**config.mk**
```make
export PLATFORM = sky130hd
export DESIGN_NAME = newton_square_root_top_flat
export DESIGN_NICKNAME = d
export VERILOG_FILES = /design/src/rtl/nsr_pkg.sv /design/src/rtl/nsr_if.sv /design/src/rtl/newton_square_root_top.sv /design/src/rtl/nsr_isqrt.sv /design/src/rtl/nsr_div.sv /design/src/flat_wrapper.sv
export SDC_FILE = /design/constraint.sdc
export NUM_CORES = 1
export LEC_CHECK = 0
export ABC_AREA = 1
export BUFFER_PORTS_ARGS = -buffer_cell sky130_fd_sc_hd__buf_2
export CELL_PAD_IN_SITES_DETAIL_PLACEMENT = 1
export CELL_PAD_IN_SITES_GLOBAL_PLACEMENT = 1
export CORE_MARGIN = 2
export CORE_UTILIZATION = 47
export DETAILED_ROUTE_END_ITERATION = 8
export GPL_TIMING_DRIVEN = 0
export PLACE_DENSITY = 0.83
export REMOVE_ABC_BUFFERS = 1
export SLEW_MARGIN = 0
export SYNTH_ARGS = -nofsm -noshare
export SYNTH_HDL_FRONTEND = slang
export SYNTH_HIERARCHICAL = 1
export SYNTH_SLANG_ARGS = --single-unit
```
**constraint.sdc**
```tcl
create_clock -name clk -period 3.05 [get_ports clk]
set_input_delay 0.4575 -clock clk [delete_from_list [all_inputs] [get_ports clk]]
set_output_delay 0.4575 -clock clk [all_outputs]
set_load 0.05 [all_outputs]
```
**src/rtl/nsr_pkg.sv**
```systemverilog
// Shared widths and defaults for the Newton square root block.
`default_nettype none

package nsr_pkg;

	localparam int RAD_W            = 32; // radicand field
	localparam int ROOT_W           = 25; // root field
	localparam int GUESS_W          = 32; // running guess, always below 2^32
	localparam int ISQ_W            = 16; // integer root of a 32-bit word
	localparam int NEWTON_STEPS_DEF = 10;
	localparam int FRAC_BITS_DEF    = 16;

endpackage

`default_nettype wire

```
**src/rtl/nsr_if.sv**
```systemverilog
// Valid/ready stream interfaces for the radicand and root channels.
`default_nettype none

interface nsr_rad_if;
	import nsr_pkg::*;

	logic             valid;
	logic             ready;
	logic [RAD_W-1:0] radicand;

	modport source (output valid, output radicand, input ready);
	modport sink   (input valid, input radicand, output ready);
endinterface

interface nsr_root_if;
	import nsr_pkg::*;

	logic              valid;
	logic              ready;
	logic [ROOT_W-1:0] root;

	modport source (output valid, output root, input ready);
	modport sink   (input valid, input root, output ready);
endinterface

`default_nettype wire

```
**src/rtl/newton_square_root_top.sv**
```systemverilog
// Newton square root top level: sequencer, guess register and output register.
//
// Usage:
//   din carries one unsigned Q16.16 radicand per transfer; dout returns one
//   Q9.16 root per radicand, in order. Both are valid/ready channels.
//   The block works on one radicand at a time: din.ready is high only while
//   the sequencer is idle.
//   A zero radicand goes from idle straight to the done state and on into the
//   output register. Any other radicand passes through the bit-serial integer
//   root, then one pass of the radix-2 divider per Newton step, then into the
//   output register. A new radicand is taken only once the sequencer has
//   handed the last root to the output register and gone back to idle.
//   A finished root waits in the output register; the next radicand is taken
//   while it waits. If a second root completes before the first is taken, the
//   sequencer holds it until the receiver is ready.
//   Reset (arst_n low) empties the output register and idles the sequencer.
`default_nettype none

module newton_square_root_top #(
	parameter int NEWTON_STEPS = nsr_pkg::NEWTON_STEPS_DEF,
	parameter int FRAC_BITS    = nsr_pkg::FRAC_BITS_DEF
) (
	input  wire logic  clk,
	input  wire logic  arst_n,
	nsr_rad_if.sink    din,
	nsr_root_if.source dout
);
	import nsr_pkg::*;

	localparam int NUM_W  = RAD_W + FRAC_BITS;
	localparam int STEP_W = $clog2(NEWTON_STEPS + 1);

	localparam logic [1:0] ST_IDLE = 2'd0;
	localparam logic [1:0] ST_ROOT = 2'd1;
	localparam logic [1:0] ST_DIV  = 2'd2;
	localparam logic [1:0] ST_DONE = 2'd3;

	logic [1:0]        state_q;
	logic [STEP_W-1:0] step_q;
	logic              isq_go_q;
	logic              div_go_q;
	logic              out_full_q;
	logic [RAD_W-1:0]  x_q;
	logic [GUESS_W-1:0] g_q;
	logic [ROOT_W-1:0] root_q;

	logic              isq_done;
	logic [ISQ_W-1:0]  isq_root;
	logic              div_done;
	logic [NUM_W-1:0]  div_quo;

	logic [ISQ_W-1:0]   root_nz;
	logic [GUESS_W-1:0] g_init;
	logic [GUESS_W:0]   g_sum;
	logic               in_xfer;
	logic               out_load;

	nsr_isqrt u_isqrt (
		.clk    (clk),
		.arst_n (arst_n),
		.start  (isq_go_q),
		.n      (x_q >> FRAC_BITS),
		.done   (isq_done),
		.root   (isq_root)
	);

	nsr_div #(
		.NUM_W (NUM_W),
		.DEN_W (GUESS_W)
	) u_div (
		.clk    (clk),
		.arst_n (arst_n),
		.start  (div_go_q),
		.num    ({x_q, {FRAC_BITS{1'b0}}}),
		.den    (g_q),
		.done   (div_done),
		.quo    (div_quo)
	);

	// radicand below one starts from a guess of one
	assign root_nz  = (isq_root == '0) ? ISQ_W'(1) : isq_root;
	assign g_init   = {{(GUESS_W - ISQ_W){1'b0}}, root_nz} << FRAC_BITS;
	assign g_sum    = {1'b0, g_q} + {1'b0, div_quo[GUESS_W-1:0]};
	assign in_xfer  = din.valid && din.ready;
	assign out_load = (state_q == ST_DONE) && (!out_full_q || dout.ready);

	always_ff @(posedge clk or negedge arst_n) begin
		if (!arst_n) begin
			state_q    <= ST_IDLE;
			step_q     <= '0;
			isq_go_q   <= 1'b0;
			div_go_q   <= 1'b0;
			out_full_q <= 1'b0;
		end else begin
			isq_go_q <= 1'b0;
			div_go_q <= 1'b0;

			if (out_load) begin
				out_full_q <= 1'b1;
			end else if (dout.ready) begin
				out_full_q <= 1'b0;
			end

			case (state_q)
				ST_IDLE: begin
					if (in_xfer) begin
						if (din.radicand == '0) begin
							state_q <= ST_DONE;
						end else begin
							isq_go_q <= 1'b1;
							state_q  <= ST_ROOT;
						end
					end
				end
				ST_ROOT: begin
					if (isq_done) begin
						step_q   <= '0;
						div_go_q <= 1'b1;
						state_q  <= ST_DIV;
					end
				end
				ST_DIV: begin
					if (div_done) begin
						if (step_q == STEP_W'(NEWTON_STEPS - 1)) begin
							state_q <= ST_DONE;
						end else begin
							step_q   <= step_q + 1'b1;
							div_go_q <= 1'b1;
						end
					end
				end
				ST_DONE: begin
					if (out_load) begin
						state_q <= ST_IDLE;
					end
				end
				default: begin
					state_q <= ST_IDLE;
				end
			endcase
		end
	end

	always_ff @(posedge clk) begin
		if (in_xfer) begin
			x_q <= din.radicand;
			g_q <= '0;
		end else if (state_q == ST_ROOT && isq_done) begin
			g_q <= g_init;
		end else if (state_q == ST_DIV && div_done) begin
			g_q <= g_sum[GUESS_W:1];
		end
		if (out_load) begin
			root_q <= g_q[ROOT_W-1:0];
		end
	end

	assign din.ready  = (state_q == ST_IDLE);
	assign dout.valid = out_full_q;
	assign dout.root  = root_q;

endmodule

`default_nettype wire

```
**src/rtl/nsr_isqrt.sv**
```systemverilog
// Bit-serial integer square root, two radicand bits per cycle.
`default_nettype none

module nsr_isqrt (
	input  wire logic                       clk,
	input  wire logic                       arst_n,
	input  wire logic                       start,
	input  wire logic [nsr_pkg::RAD_W-1:0]  n,
	output logic                            done,
	output logic [nsr_pkg::ISQ_W-1:0]       root
);
	import nsr_pkg::*;

	localparam int CNT_W = $clog2(ISQ_W);
	localparam int REM_W = ISQ_W + 1;
	localparam int SH_W  = REM_W + 2;

	logic [RAD_W-1:0] n_q;
	logic [REM_W-1:0] rem_q;
	logic [ISQ_W-1:0] root_q;
	logic [CNT_W-1:0] cnt_q;
	logic             busy_q;
	logic             done_q;

	logic [SH_W-1:0]  rem_sh;
	logic [SH_W-1:0]  trial;
	logic             take;

	assign rem_sh = {rem_q, n_q[RAD_W-1 -: 2]};
	assign trial  = {1'b0, root_q, 2'b01};
	assign take   = (rem_sh >= trial);

	always_ff @(posedge clk or negedge arst_n) begin
		if (!arst_n) begin
			busy_q <= 1'b0;
			done_q <= 1'b0;
			cnt_q  <= '0;
		end else begin
			done_q <= 1'b0;
			if (start && !busy_q) begin
				busy_q <= 1'b1;
				cnt_q  <= '0;
			end else if (busy_q) begin
				cnt_q <= cnt_q + 1'b1;
				if (cnt_q == CNT_W'(ISQ_W - 1)) begin
					busy_q <= 1'b0;
					done_q <= 1'b1;
				end
			end
		end
	end

	always_ff @(posedge clk) begin
		if (start && !busy_q) begin
			n_q    <= n;
			rem_q  <= '0;
			root_q <= '0;
		end else if (busy_q) begin
			n_q <= {n_q[RAD_W-3:0], 2'b00};
			if (take) begin
				rem_q  <= REM_W'(rem_sh - trial);
				root_q <= {root_q[ISQ_W-2:0], 1'b1};
			end else begin
				rem_q  <= rem_sh[REM_W-1:0];
				root_q <= {root_q[ISQ_W-2:0], 1'b0};
			end
		end
	end

	assign done = done_q;
	assign root = root_q;

endmodule

`default_nettype wire

```
**src/rtl/nsr_div.sv**
```systemverilog
// Radix-2 restoring divider, one quotient bit per cycle.
`default_nettype none

module nsr_div #(
	parameter int NUM_W = nsr_pkg::RAD_W + nsr_pkg::FRAC_BITS_DEF,
	parameter int DEN_W = nsr_pkg::GUESS_W
) (
	input  wire logic             clk,
	input  wire logic             arst_n,
	input  wire logic             start,
	input  wire logic [NUM_W-1:0] num,
	input  wire logic [DEN_W-1:0] den,
	output logic                  done,
	output logic [NUM_W-1:0]      quo
);
	import nsr_pkg::*;

	localparam int CNT_W = $clog2(NUM_W);

	logic [DEN_W-1:0] den_q;
	logic [DEN_W-1:0] rem_q;
	logic [NUM_W-1:0] nq_q;   // dividend bits shift out at the top, quotient bits in
	logic [CNT_W-1:0] cnt_q;
	logic             busy_q;
	logic             done_q;

	logic [DEN_W:0]   trial;
	logic             take;

	assign trial = {rem_q, nq_q[NUM_W-1]};
	assign take  = (trial >= {1'b0, den_q});

	always_ff @(posedge clk or negedge arst_n) begin
		if (!arst_n) begin
			busy_q <= 1'b0;
			done_q <= 1'b0;
			cnt_q  <= '0;
		end else begin
			done_q <= 1'b0;
			if (start && !busy_q) begin
				busy_q <= 1'b1;
				cnt_q  <= '0;
			end else if (busy_q) begin
				cnt_q <= cnt_q + 1'b1;
				if (cnt_q == CNT_W'(NUM_W - 1)) begin
					busy_q <= 1'b0;
					done_q <= 1'b1;
				end
			end
		end
	end

	always_ff @(posedge clk) begin
		if (start && !busy_q) begin
			den_q <= den;
			rem_q <= '0;
			nq_q  <= num;
		end else if (busy_q) begin
			if (take) begin
				rem_q <= DEN_W'(trial - {1'b0, den_q});
			end else begin
				rem_q <= trial[DEN_W-1:0];
			end
			nq_q <= {nq_q[NUM_W-2:0], take};
		end
	end

	assign done = done_q;
	assign quo  = nq_q;

endmodule

`default_nettype wire

```
**src/flat_wrapper.sv**
```systemverilog
// flat-port wrapper written by rule: the top's interface ports become plain ports
module newton_square_root_top_flat import nsr_pkg::*;
#(
	parameter int NEWTON_STEPS = nsr_pkg::NEWTON_STEPS_DEF,
	parameter int FRAC_BITS    = nsr_pkg::FRAC_BITS_DEF
)
  (clk, arst_n, din_valid, din_radicand, din_ready, dout_valid, dout_root, dout_ready);
  nsr_rad_if din_i ();
  nsr_root_if dout_i ();
  input  wire logic clk;
  input  wire logic arst_n;
  input wire logic [$bits(din_i.valid)-1:0] din_valid;
  input wire logic [$bits(din_i.radicand)-1:0] din_radicand;
  output wire logic [$bits(din_i.ready)-1:0] din_ready;
  output wire logic [$bits(dout_i.valid)-1:0] dout_valid;
  output wire logic [$bits(dout_i.root)-1:0] dout_root;
  input wire logic [$bits(dout_i.ready)-1:0] dout_ready;
  assign din_i.valid = din_valid;
  assign din_i.radicand = din_radicand;
  assign din_ready = din_i.ready;
  assign dout_valid = dout_i.valid;
  assign dout_root = dout_i.root;
  assign dout_i.ready = dout_ready;
  newton_square_root_top #(.NEWTON_STEPS(NEWTON_STEPS), .FRAC_BITS(FRAC_BITS)) u_core (.clk(clk), .arst_n(arst_n), .din(din_i), .dout(dout_i));
endmodule
```
Yosys cells after proc, flatten, opt, wreduce, memory -nomap -nowiden
Index checks and enable logic that the tools add are counted.
{"block": "op_classes", "muxes": 46, "addsub": 6, "reduce_logical": 21, "eq_ne": 12, "n_lt_le_gt_ge": 2}
{"op": "32-bit two-way mux", "n": 3}
{"op": "48-bit two-way mux", "n": 2}
{"op": "16-bit two-way mux", "n": 3}
{"op": "32-bit by 32-bit adder with 33-bit output", "n": 1}
{"op": "33-bit by 32-bit greater-or-equal comparator with 1-bit output", "n": 1}
{"op": "32-bit zero test", "n": 1}
{"op": "32-bit subtractor", "n": 1}
{"op": "1-bit two-way mux", "n": 21}
{"op": "4-bit two-way mux", "n": 5}
{"op": "19-bit by 18-bit greater-or-equal comparator with 1-bit output", "n": 1}
{"op": "17-bit two-way mux", "n": 1}
{"op": "17-bit subtractor", "n": 1}
{"op": "16-bit zero test", "n": 1}
{"op": "2-bit two-way mux", "n": 6}
{"op": "6-bit two-way mux", "n": 2}
{"op": "2-bit nonzero test", "n": 5}
{"op": "4-bit by 1-bit adder with 4-bit output, second input constant", "n": 2}
{"op": "4-bit == test, second input constant", "n": 2}
{"op": "2-bit != test, second input constant", "n": 4}
{"op": "2-bit case mux with 4 select lines", "n": 1}
{"op": "4-bit case mux with 2 select lines", "n": 1}
{"op": "6-bit by 1-bit adder with 6-bit output, second input constant", "n": 1}
{"op": "6-bit == test, second input constant", "n": 1}
{"op": "1-bit logical AND", "n": 6}
{"op": "other kinds (10)", "n": 14}
{"block": "word_totals", "elab_cells": 110, "inputBits": 36, "register_bits": 289, "out_inout_bits": 27}

Logic depth before layout (Yosys ltp)
Gate-level depths: netlist of the first run.
{"block": "logic_depth", "depth_word": 5, "mapped_depth": 17, "ltp_nobuf": 16}

Modules after synthesis
Netlist of the first run, hierarchy kept.
{"mod": "nsr_div", "instances": 1, "area_per_inst_um2": 7551.0, "seq_area_each_um2": 3243.1, "cells_per_inst": 1051}
{"mod": "newton_square_root_top", "instances": 1, "area_per_inst_um2": 6102.1, "seq_area_each_um2": 2577.5, "cells_per_inst": 804}
{"mod": "nsr_isqrt", "instances": 1, "area_per_inst_um2": 4073.9, "seq_area_each_um2": 1771.7, "cells_per_inst": 476}

Worst setup path after synthesis of the first run
Ideal clock, no wire load.
{"block": "synth_timing", "path_kind": "reg2reg", "from": "register u_core.state_q[0]", "to": "register u_core.x_q[0], enable pin", "synth_period_minus_slack_ns": 2.828, "n_path_buf": 1, "stages_incl_launch_ff": 6, "required_ns": 2.641, "setup_ns": 0.409, "arrival_ns": 2.419, "setup_slack_ns": 0.222, "path_cell_list": "dfrtp_1 -> inv_1 -> ha_1 -> nand2_1 -> clkinv_1 -> clkbuf_1"}
{"block": "synth_via", "elab_chain_len": 2}
{"item": "start: declaration", "line": "newton_square_root_top.sv:38", "source": "logic [1:0] state_q;"}
{"item": "start signal: assignment", "line": "newton_square_root_top.sv:89", "source": "state_q <= ST_IDLE;"}
{"item": "start signal: assignment", "line": "newton_square_root_top.sv:108", "source": "state_q <= ST_DONE;"}
{"item": "start signal: assignment", "line": "newton_square_root_top.sv:111", "source": "state_q <= ST_ROOT;"}
{"item": "2-bit zero test", "line": "newton_square_root_top.sv:158", "source": "assign din.ready = (state_q == ST_IDLE);"}
{"item": "named net din_ready", "line": "flat_wrapper.sv:14", "source": "output wire logic [$bits(din_i.ready)-1:0] din_ready;"}
{"item": "1-bit logical AND", "line": "newton_square_root_top.sv:84", "source": "assign in_xfer = din.valid && din.ready;"}
{"item": "named net u_core.in_xfer", "line": "newton_square_root_top.sv:55", "source": "logic in_xfer;"}
{"item": "end signal: assignment", "line": "newton_square_root_top.sv:146", "source": "x_q <= din.radicand;"}
{"item": "end: declaration", "line": "newton_square_root_top.sv:43", "source": "logic [RAD_W-1:0] x_q;"}
The timed path passes the listed nets, and every way through them passes these cells.
A chain may end at the register's enable or synchronous reset.

Final worst setup path of the first run
{"block": "layout_timing", "from": "register u_core.u_isqrt.busy_q", "to": "register u_core.u_isqrt.n_q[20], enable pin"}
{"block": "layout_via", "elab_chain_len": 2}
{"item": "start: declaration", "line": "nsr_isqrt.sv:22", "source": "logic busy_q;"}
{"item": "start signal: assignment", "line": "nsr_isqrt.sv:35", "source": "busy_q <= 1'b0;"}
{"item": "start signal: assignment", "line": "nsr_isqrt.sv:41", "source": "busy_q <= 1'b1;"}
{"item": "start signal: assignment", "line": "nsr_isqrt.sv:46", "source": "busy_q <= 1'b0;"}
{"item": "1-bit zero test", "line": "nsr_isqrt.sv:54", "source": "if (start && !busy_q) begin"}
{"item": "1-bit logical AND", "line": "nsr_isqrt.sv:54"}
{"item": "end signal: assignment", "line": "nsr_isqrt.sv:55", "source": "n_q <= n;"}
{"item": "end signal: assignment", "line": "nsr_isqrt.sv:59", "source": "n_q <= {n_q[RAD_W-3:0], 2'b00};"}
{"item": "end: declaration", "line": "nsr_isqrt.sv:18", "source": "logic [RAD_W-1:0] n_q;"}
Several ways; a longest one is shown, not always the timed one.

==> results of run 1 <==
==> final cells by class <==
class,instances,area share
multi-input cells,1614,0.4279
flip-flops and latches,289,0.3868
inverters,413,0.07961
clock buffers,45,0.04704
well taps,511,0.03257
repair buffers,69,0.02103
clock inverters,16,0.004972
==> state kept, by name, indices dropped and copies added, names as in the netlist, 4 cells and up <==
name                  flops
u_core/u_isqrt/root      16
u_core/g_q               32
u_core/u_div/quo         48
u_core/dout.root         25
u_core/u_isqrt/rem_q     17
u_core/u_isqrt/n_q       32
u_core/step_q             4
u_core/u_div/cnt_q        6
u_core/x_q               32
u_core/u_div/den_q       32
u_core/u_isqrt/cnt_q      4
u_core/u_div/rem_q       32
==> metrics by stage <==
| stage | setup TNS, ns | instances |
|---|---|---|
| 2_1_floorplan | -203.09 | 2315 |
| 6_report | 0 | 2957 |
| 4_1_cts | 0 | 2957 |
| 5_1_grt | 0 | 2957 |
| 3_5_place_dp | -40.83 | 2892 |
| 3_3_place_gp | -618.34 | 2888 |
==> routing by layer <==
| metal | GRT usage | up-vias | routed length (µm) |
|---|---|---|---|
| met4 | 0.09245 | 0 | 1477 |
| met5 | 0 | - | 0 |
| li1 | - | 7534 | - |
| met3 | 0.03713 | 81 | 2198 |
| met2 | 0.5041 | 280 | 26750 |
| met1 | 0.3428 | 7373 | 22670 |
==> layout by cell type (no fill, tap or decap), types with 20 or more instances in the layout <==
cell       count
o21ai_0       35
nand2_2       34
xnor2_1       20
mux2_2        30
nand2_1      814
ha_1          89
nand4_1       20
a21oi_1       76
clkbuf_16     35
edfxtp_1     169
nor2_1       123
conb_1        32
nand3_1      162
dfxtp_1       97
dfrtp_1       22
buf_2         62
nand3b_1      32
inv_1        394
==> worst reg2reg max path, cell delays in order (launching register included) <==
cell	delay [ns]
dfrtp_1	0.75
nor2_2	0.99
clkinv_4	0.64
==> worst max path at each step <==
stage                                from                      to  slack (ns)  cells past startpoint
CTS                 u_core/u_isqrt/busy_q  u_core/u_isqrt/n_q[22]        0.20                      2
finish              u_core/u_isqrt/busy_q  u_core/u_isqrt/n_q[20]        0.20                      2
floorplan             u_core/u_div/busy_q     u_core/u_div/quo[0]       -3.36                      4
global placement      u_core/u_div/busy_q    u_core/u_div/quo[32]       -6.57                      4
detailed placement    u_core/u_div/busy_q     u_core/u_div/quo[0]       -0.72                      5
global route        u_core/u_isqrt/busy_q  u_core/u_isqrt/root[4]        0.04                      3
==> where the power goes <==
part,leakage (nW),internal [mW],switching [mW],total (mW)
clock,0.493,2.15,1.66,3.80
combinational,6.70,3.13,6.35,9.48
sequential,2.73,5.63,0.943,6.58
==> repair_timing <==
item	in CTS	in global routing
setup buffers	2	0
setup endpoints to repair	134	0
hold buffers	1	0
hold endpoints to repair	23	0
resized for setup	4	0
==> kinds of logic after synthesis <==
| group | after synthesis |
|---|---|
| simple gates | 1257 |
| buf+inv | 460 |
| flops | 289 |
| compound gates | 166 |
| fa+ha+maj | 91 |
| xor+xnor | 37 |
| mux | 30 |
| other cells | 1 |
==> summary.txt, run 1 <==
Status
  – Status: finished, final reports clean

Worst setup path
  – CP Capture Type: flop
  – CP bufs+invs: 1
  – Worst r2r dst: u_core/u_isqrt/n_q[20]
  – Worst EP required: 3.15 ns
  – Crit path max fanout: 48
  – Reg-to-reg startpoint: u_core/u_isqrt/busy_q
  – CP Cell Sequence: nor2_2 > clkinv_4
  – Slowest-stage cell, CP: nor2_2
  – Arr. time, crit path: a little under 3 ns
  – Crit Path Class: flop to flop
  – Worst reg-to-reg path cell count: 2
  – Slowest stage delay, CP: about 0.98 ns
  – R2R Setup Slk: a little under 0.2 ns
  – Crit start category: flop
  – Family with the most delay on the worst path: simple AND/OR/NAND/NOR gates

STA
  – Final Cycle Share: 0.9359
  – Fin Hold WS: ~0.12 ns
  – Max Transition Viols Final: 0
  – Unrepaired setup endpoints after global routing: false
  – Maximum clock rate: around 350 MHz
  – Final hold violation count: 0
  – Min Tclk post-route: between 2 and 3 ns
  – Slew HR: 0.3083
  – Setup slack after layout: ~0.20 ns
  – Actual slew at the worst max-slew pin: 1.036 ns
  – Endpoints failing setup: 0
  – Layout Skew: 0.02212 ns

Drt
  – Vias per cell: just over 5
  – DRT Pass-1 Iters: 5
  – Detailed Route WL: 53.10 mm
  – Vias: 15.27k
  – DR iter-0 viols: 702
  – ANT nets after route: 0
  – WL/cell: ~18 µm
  – DRC viols: 0

Layout
  – Final core occ: 0.5249
  – Layout net count: ~2.5k
  – Register area: around 0.0076 mm²
  – Fillers: ~4.8k
  – Final instance area: approximately 0.020 mm²
  – Share of cells above drive strength 1: 0.09975
  – Area Growth Syn to Fin: 10.74%
  – Multi-input gate area: about 0.0084 mm²
  – Inserted Diodes: 0

CTS
  – Clk root buf: clkbuf_16
  – Buffer depth of the longest clock path: 3
  – Worst skew pair latency: between 0.5 and 0.6 ns
  – Num Clock Sinks: a little under 300
  – CTS tree: yes
  – H-tree Lvls: 2
  – Inserted Clock Buffers: 34
  – Clock Pin Slew Worst Setup and Hold Paths: about 0.060 ns

Synth
  – Ys async rst share: 0.07958
  – Synth unique cells: 55
  – Yosys reg bits: between 200 and 300
  – Combinational family with the most area after synthesis: simple AND/OR/NAND/NOR gates
  – Simple-Gate Fraction of Synth Area: 0.3090
  – Mapped cell area: 0.01773 mm²
  – Yosys top cell area share: 0.2863
  – Sequential-to-total area share from yosys stat: 0.4283
  – Most frequent cells after synthesis: nand2_1, inv_1, edfxtp_1, nand3_1, nor2_1
  – Synth Area in Adders: 0.06508
  – Syn avg cell area: 7.605 µm²
  – Largest area contributor in the netlist: edfxtp_1
  – Count leader, synth: nand2_1
  – Synthesis warning total: 6
  – Number of synthesized flops with an enable pin: between 150 and 200
  – Mapped Cells: between 2k and 2.5k
  – Post-synthesis mux area share: 0.01906
  – Dominant synthesized flop cell: edfxtp_1
  – Synth Area in XOR/XNOR: 0.01828
  – Synth Area in Compound Gates: 0.05407
  – Synth top area cells: edfxtp_1, nand2_1, dfxtp_1

Place
  – Post-detail-place hpwl: slightly below 40 mm
  – DP Worst Slack: -0.7237 ns
  – Dpl cell area: between 0.015 and 0.02 mm²
  – Number of I/O port buffers: slightly above 60
  – Gpl congestion: 0.9621

Die
  – DIE AREA: about 0.039 mm²
  – Die height: 198.2 µm
  – Area of the core: around 0.037 mm²
  – Initial Util: 0.4740
  – Die Span X: roughly 200 µm
  – # rows: between 70 and 80
  – I/O pin count: 63

Global route
  – Gr usage total: 0.2793
  – Initial antenna violation count: 0
  – Vias in the first global route: roughly 16k
  – First-pass GRT wire length: 85.26 mm
  – Total global routing overflow: 0
  – Largest net degree at the start of global routing: between 50 and 60

Power
  – Leakage: approximately 10 nW
  – Power Total: approximately 20 mW
  – Pwr dens: 1012 mW/mm²
  – Peak supply drop: 0.5319 mV

Min path
  – Worst hold stages: 1
  – HP Start: din_radicand[12]
  – Hold Path End: u_core/x_q[12]
  – Min-delay worst type: input pin to flop

Flow run
  – Max Cap Viol: 0
Power figures use the tool's default switching activity.
==> inputs of run 2 (changes only) <==
--- a/config.mk
+++ b/config.mk
@@ -10,10 +10,10 @@
 export CELL_PAD_IN_SITES_DETAIL_PLACEMENT = 1
 export CELL_PAD_IN_SITES_GLOBAL_PLACEMENT = 1
 export CORE_MARGIN = 2
-export CORE_UTILIZATION = 47
+export CORE_UTILIZATION = 51
 export DETAILED_ROUTE_END_ITERATION = 8
 export GPL_TIMING_DRIVEN = 0
-export PLACE_DENSITY = 0.83
+export PLACE_DENSITY = 0.89
 export REMOVE_ABC_BUFFERS = 1
 export SLEW_MARGIN = 0
 export SYNTH_ARGS = -nofsm -noshare
==> constraint.sdc (replaced) <==
create_clock -name clk -period 3.4 [get_ports clk]
set_input_delay 0.51 -clock clk [delete_from_list [all_inputs] [get_ports clk]]
set_output_delay 0.51 -clock clk [all_outputs]
set_load 0.05 [all_outputs]
==> summary.txt, run 2 (synthesis gave the netlist of run 1 again) <==
Min path
  – Worst hold stages: 1
  – Hold Path End: u_core/x_q[16]
  – HP Start: din_radicand[16]
  – Min-delay worst type: input pin to flop

Global route
  – Vias in the first global route: 16.66k
  – Largest net degree at the start of global routing: 54
  – GR peak layer: met2
  – Met2 usage: 0.5435
  – Initial antenna violation count: 1
  – Met3 usage: 0.03092
  – Gr usage total: 0.3060
  – Total global routing overflow: 0
  – First-pass GRT wire length: 87.43 mm
  – Met1 Use GR: 0.3845

Layout
  – Multi-input gate area: 0.008394 mm²
  – Max reg flops: 48
  – Layout net count: 2547
  – Area Growth Syn to Fin: 10.64%
  – Fillers: roughly 4.3k
  – Share of cells above drive strength 1: 0.1010
  – Final instance area: 0.01961 mm²
  – Most frequent cells in the layout: nand2_1, inv_1, edfxtp_1
  – Register area: 0.007594 mm²
  – Final core occ: 0.5706
  – Most common cell after layout, fill and taps aside: nand2_1
  – Finished Layout Cells: 2902

Drt
  – Vias per cell: around 5.4
  – DRC viols: 0
  – ANT nets after route: 0
  – Detailed Route WL: 54.69 mm
  – WL/cell: approximately 19 µm
  – DRT Pass-1 Iters: 5
  – Vias: between 15k and 20k
  – DR iter-0 viols: about 970

CTS
  – Buffer depth of the longest clock path: 3
  – Post-CTS setup buffer count: 0
  – Clock Pin Slew Worst Setup and Hold Paths: about 0.060 ns
  – Inserted Clock Buffers: 34
  – Worst skew pair latency: around 0.53 ns
  – CTS tree: yes
  – Clk root buf: clkbuf_16
  – H-tree Lvls: 2
  – Num Clock Sinks: a little under 300

Place
  – Number of I/O port buffers: 62
  – Gpl congestion: 0.9828
  – DP Worst Slack: 0.03099 ns
  – Dpl cell area: ~0.019 mm²
  – Placed insts: about 2.8k
  – Post-detail-place hpwl: between 40 and 50 mm

Worst setup path
  – Worst r2r dst: u_core/u_isqrt/n_q[5]
  – Worst EP required: ~3.7 ns
  – Slowest-stage cell, CP: dfrtp_1
  – Crit start category: flop
  – R2R Setup Slk: 0.34 ns
  – CP Capture Type: flop
  – Slowest stage delay, CP: 1.07 ns
  – Crit Path Class: flop to flop
  – Crit path max fanout: 34
  – Arr. time, crit path: 3.32 ns
  – Reg-to-reg startpoint: u_core/u_isqrt/busy_q
  – CP Cell Sequence: clkinvlp_4 > nand2_4 > mux2_2
  – Worst reg-to-reg path cell count: 3

Power
  – Leakage: 9.944 nW
  – Net Sw Frac: 0.4533
  – Comb pwr share: 0.477
  – Pwr dens: approximately 900 mW/mm²
  – Clock network power share: 0.196
  – Peak supply drop: approximately 0.60 mV
  – Switching power: just over 8 mW
  – Int Pwr: just under 10 mW
  – Share of power burned in registers: 0.327

Die
  – DIE AREA: 0.03627 mm²
  – Initial Util: 0.5157
  – Die height: 190.4 µm
  – Die Span X: ~190 µm
  – Area of the core: roughly 0.034 mm²
  – # rows: 68
  – I/O pin count: 63

STA
  – Min Tclk post-route: slightly above 3 ns
  – Unrepaired setup endpoints after global routing: false
  – Final Cycle Share: 0.8998
  – Endpoints failing setup: 0
  – Layout Skew: ~0.023 ns
  – Max Transition Viols Final: 0
  – Final hold violation count: 0
  – Setup slack after layout: approximately 0.34 ns
  – Maximum clock rate: around 330 MHz
  – Sum Neg Setup Slack: 0 ns
  – Actual slew at the worst max-slew pin: about 1.1 ns
  – Slew HR: 0.2644

Status
  – Status: finished, final reports clean

Flow run
  – Max Cap Viol: 0
==> run 2: changes by cell type in the layout (fill, tap and decap cells not counted), sizes merged <==
cell	change
clkinv	+3
inv	+2
clkbuf	-6
bufinv	+2
nor2	-1
diode	+1
==> run 2: cell type report <==
| type | instances | share of cell area |
|---|---|---|
| clock buffer | 39 | 0.04434 |
| clock inverter | 23 | 0.01027 |
| antenna | 1 | 0.0001276 |
| timing repair buffer | 69 | 0.02169 |
| inverter | 413 | 0.07942 |
| sequential | 289 | 0.3872 |
| tap | 455 | 0.02903 |
| multi-input combinational | 1613 | 0.4280 |
==> run 2: layer usage <==
layer | vias to the layer above | routed length, µm
met2 | 407 | 27410
met5 | - | 0
li1 | 7537 | -
met1 | 7669 | 23230
met4 | 0 | 1722
met3 | 121 | 2325
==> run 2: how the worst max path moves through the flow <==
stage	start	to	slack [ns]	cells after the start
2_1_floorplan	u_core/u_div/busy_q	u_core/u_div/quo[0]	-3.01	4
3_3_place_gp	u_core/u_div/busy_q	u_core/u_div/quo[32]	-6.20	4
3_5_place_dp	u_core/u_isqrt/busy_q	u_core/u_isqrt/n_q[10]	0.03	3
4_1_cts	u_core/u_div/busy_q	u_core/u_div/quo[0]	0.01	6
5_1_grt	u_core/u_div/busy_q	u_core/u_div/quo[0]	0.12	6
6_report	u_core/u_isqrt/busy_q	u_core/u_isqrt/n_q[5]	0.34	3
==> run 2: power groups by stage <==
stage | registers (mW) | clock network [mW] | logic, mW
2_1_floorplan | 5.95 | 0 | 5.85
3_3_place_gp | 5.87 | 0 | 7.82
3_5_place_dp | 5.93 | 0 | 8.38
4_1_cts | 5.88 | 3.61 | 8.59
5_1_grt | 6.01 | 3.74 | 9.62
6_report | 5.91 | 3.55 | 8.64
==> run 2: critical path, delay by kind of cell, from the launching register on <==
family                 cells  cell delay (ns)
muxes                      1             0.42
DFF                        1             1.07
and+or+nand+nor            1             0.57
buffers and inverters      1             0.70
==> run 2: stage by stage <==
step           power (mW)  hold WS [ns]
4_1_cts             18.09        0.1592
3_3_place_gp        13.69        0.4551
2_1_floorplan       11.80        0.2144
6_report            18.10        0.1714
5_1_grt             19.37        0.1667
3_5_place_dp        14.31        0.4627
==> run 2: timing repair <==
item	in CTS	in global routing
cloned	0	0
endpoints found under the setup margin	5	1
gates resized for setup	1	1
hold endpoints to repair	23	0
hold buffers	1	0
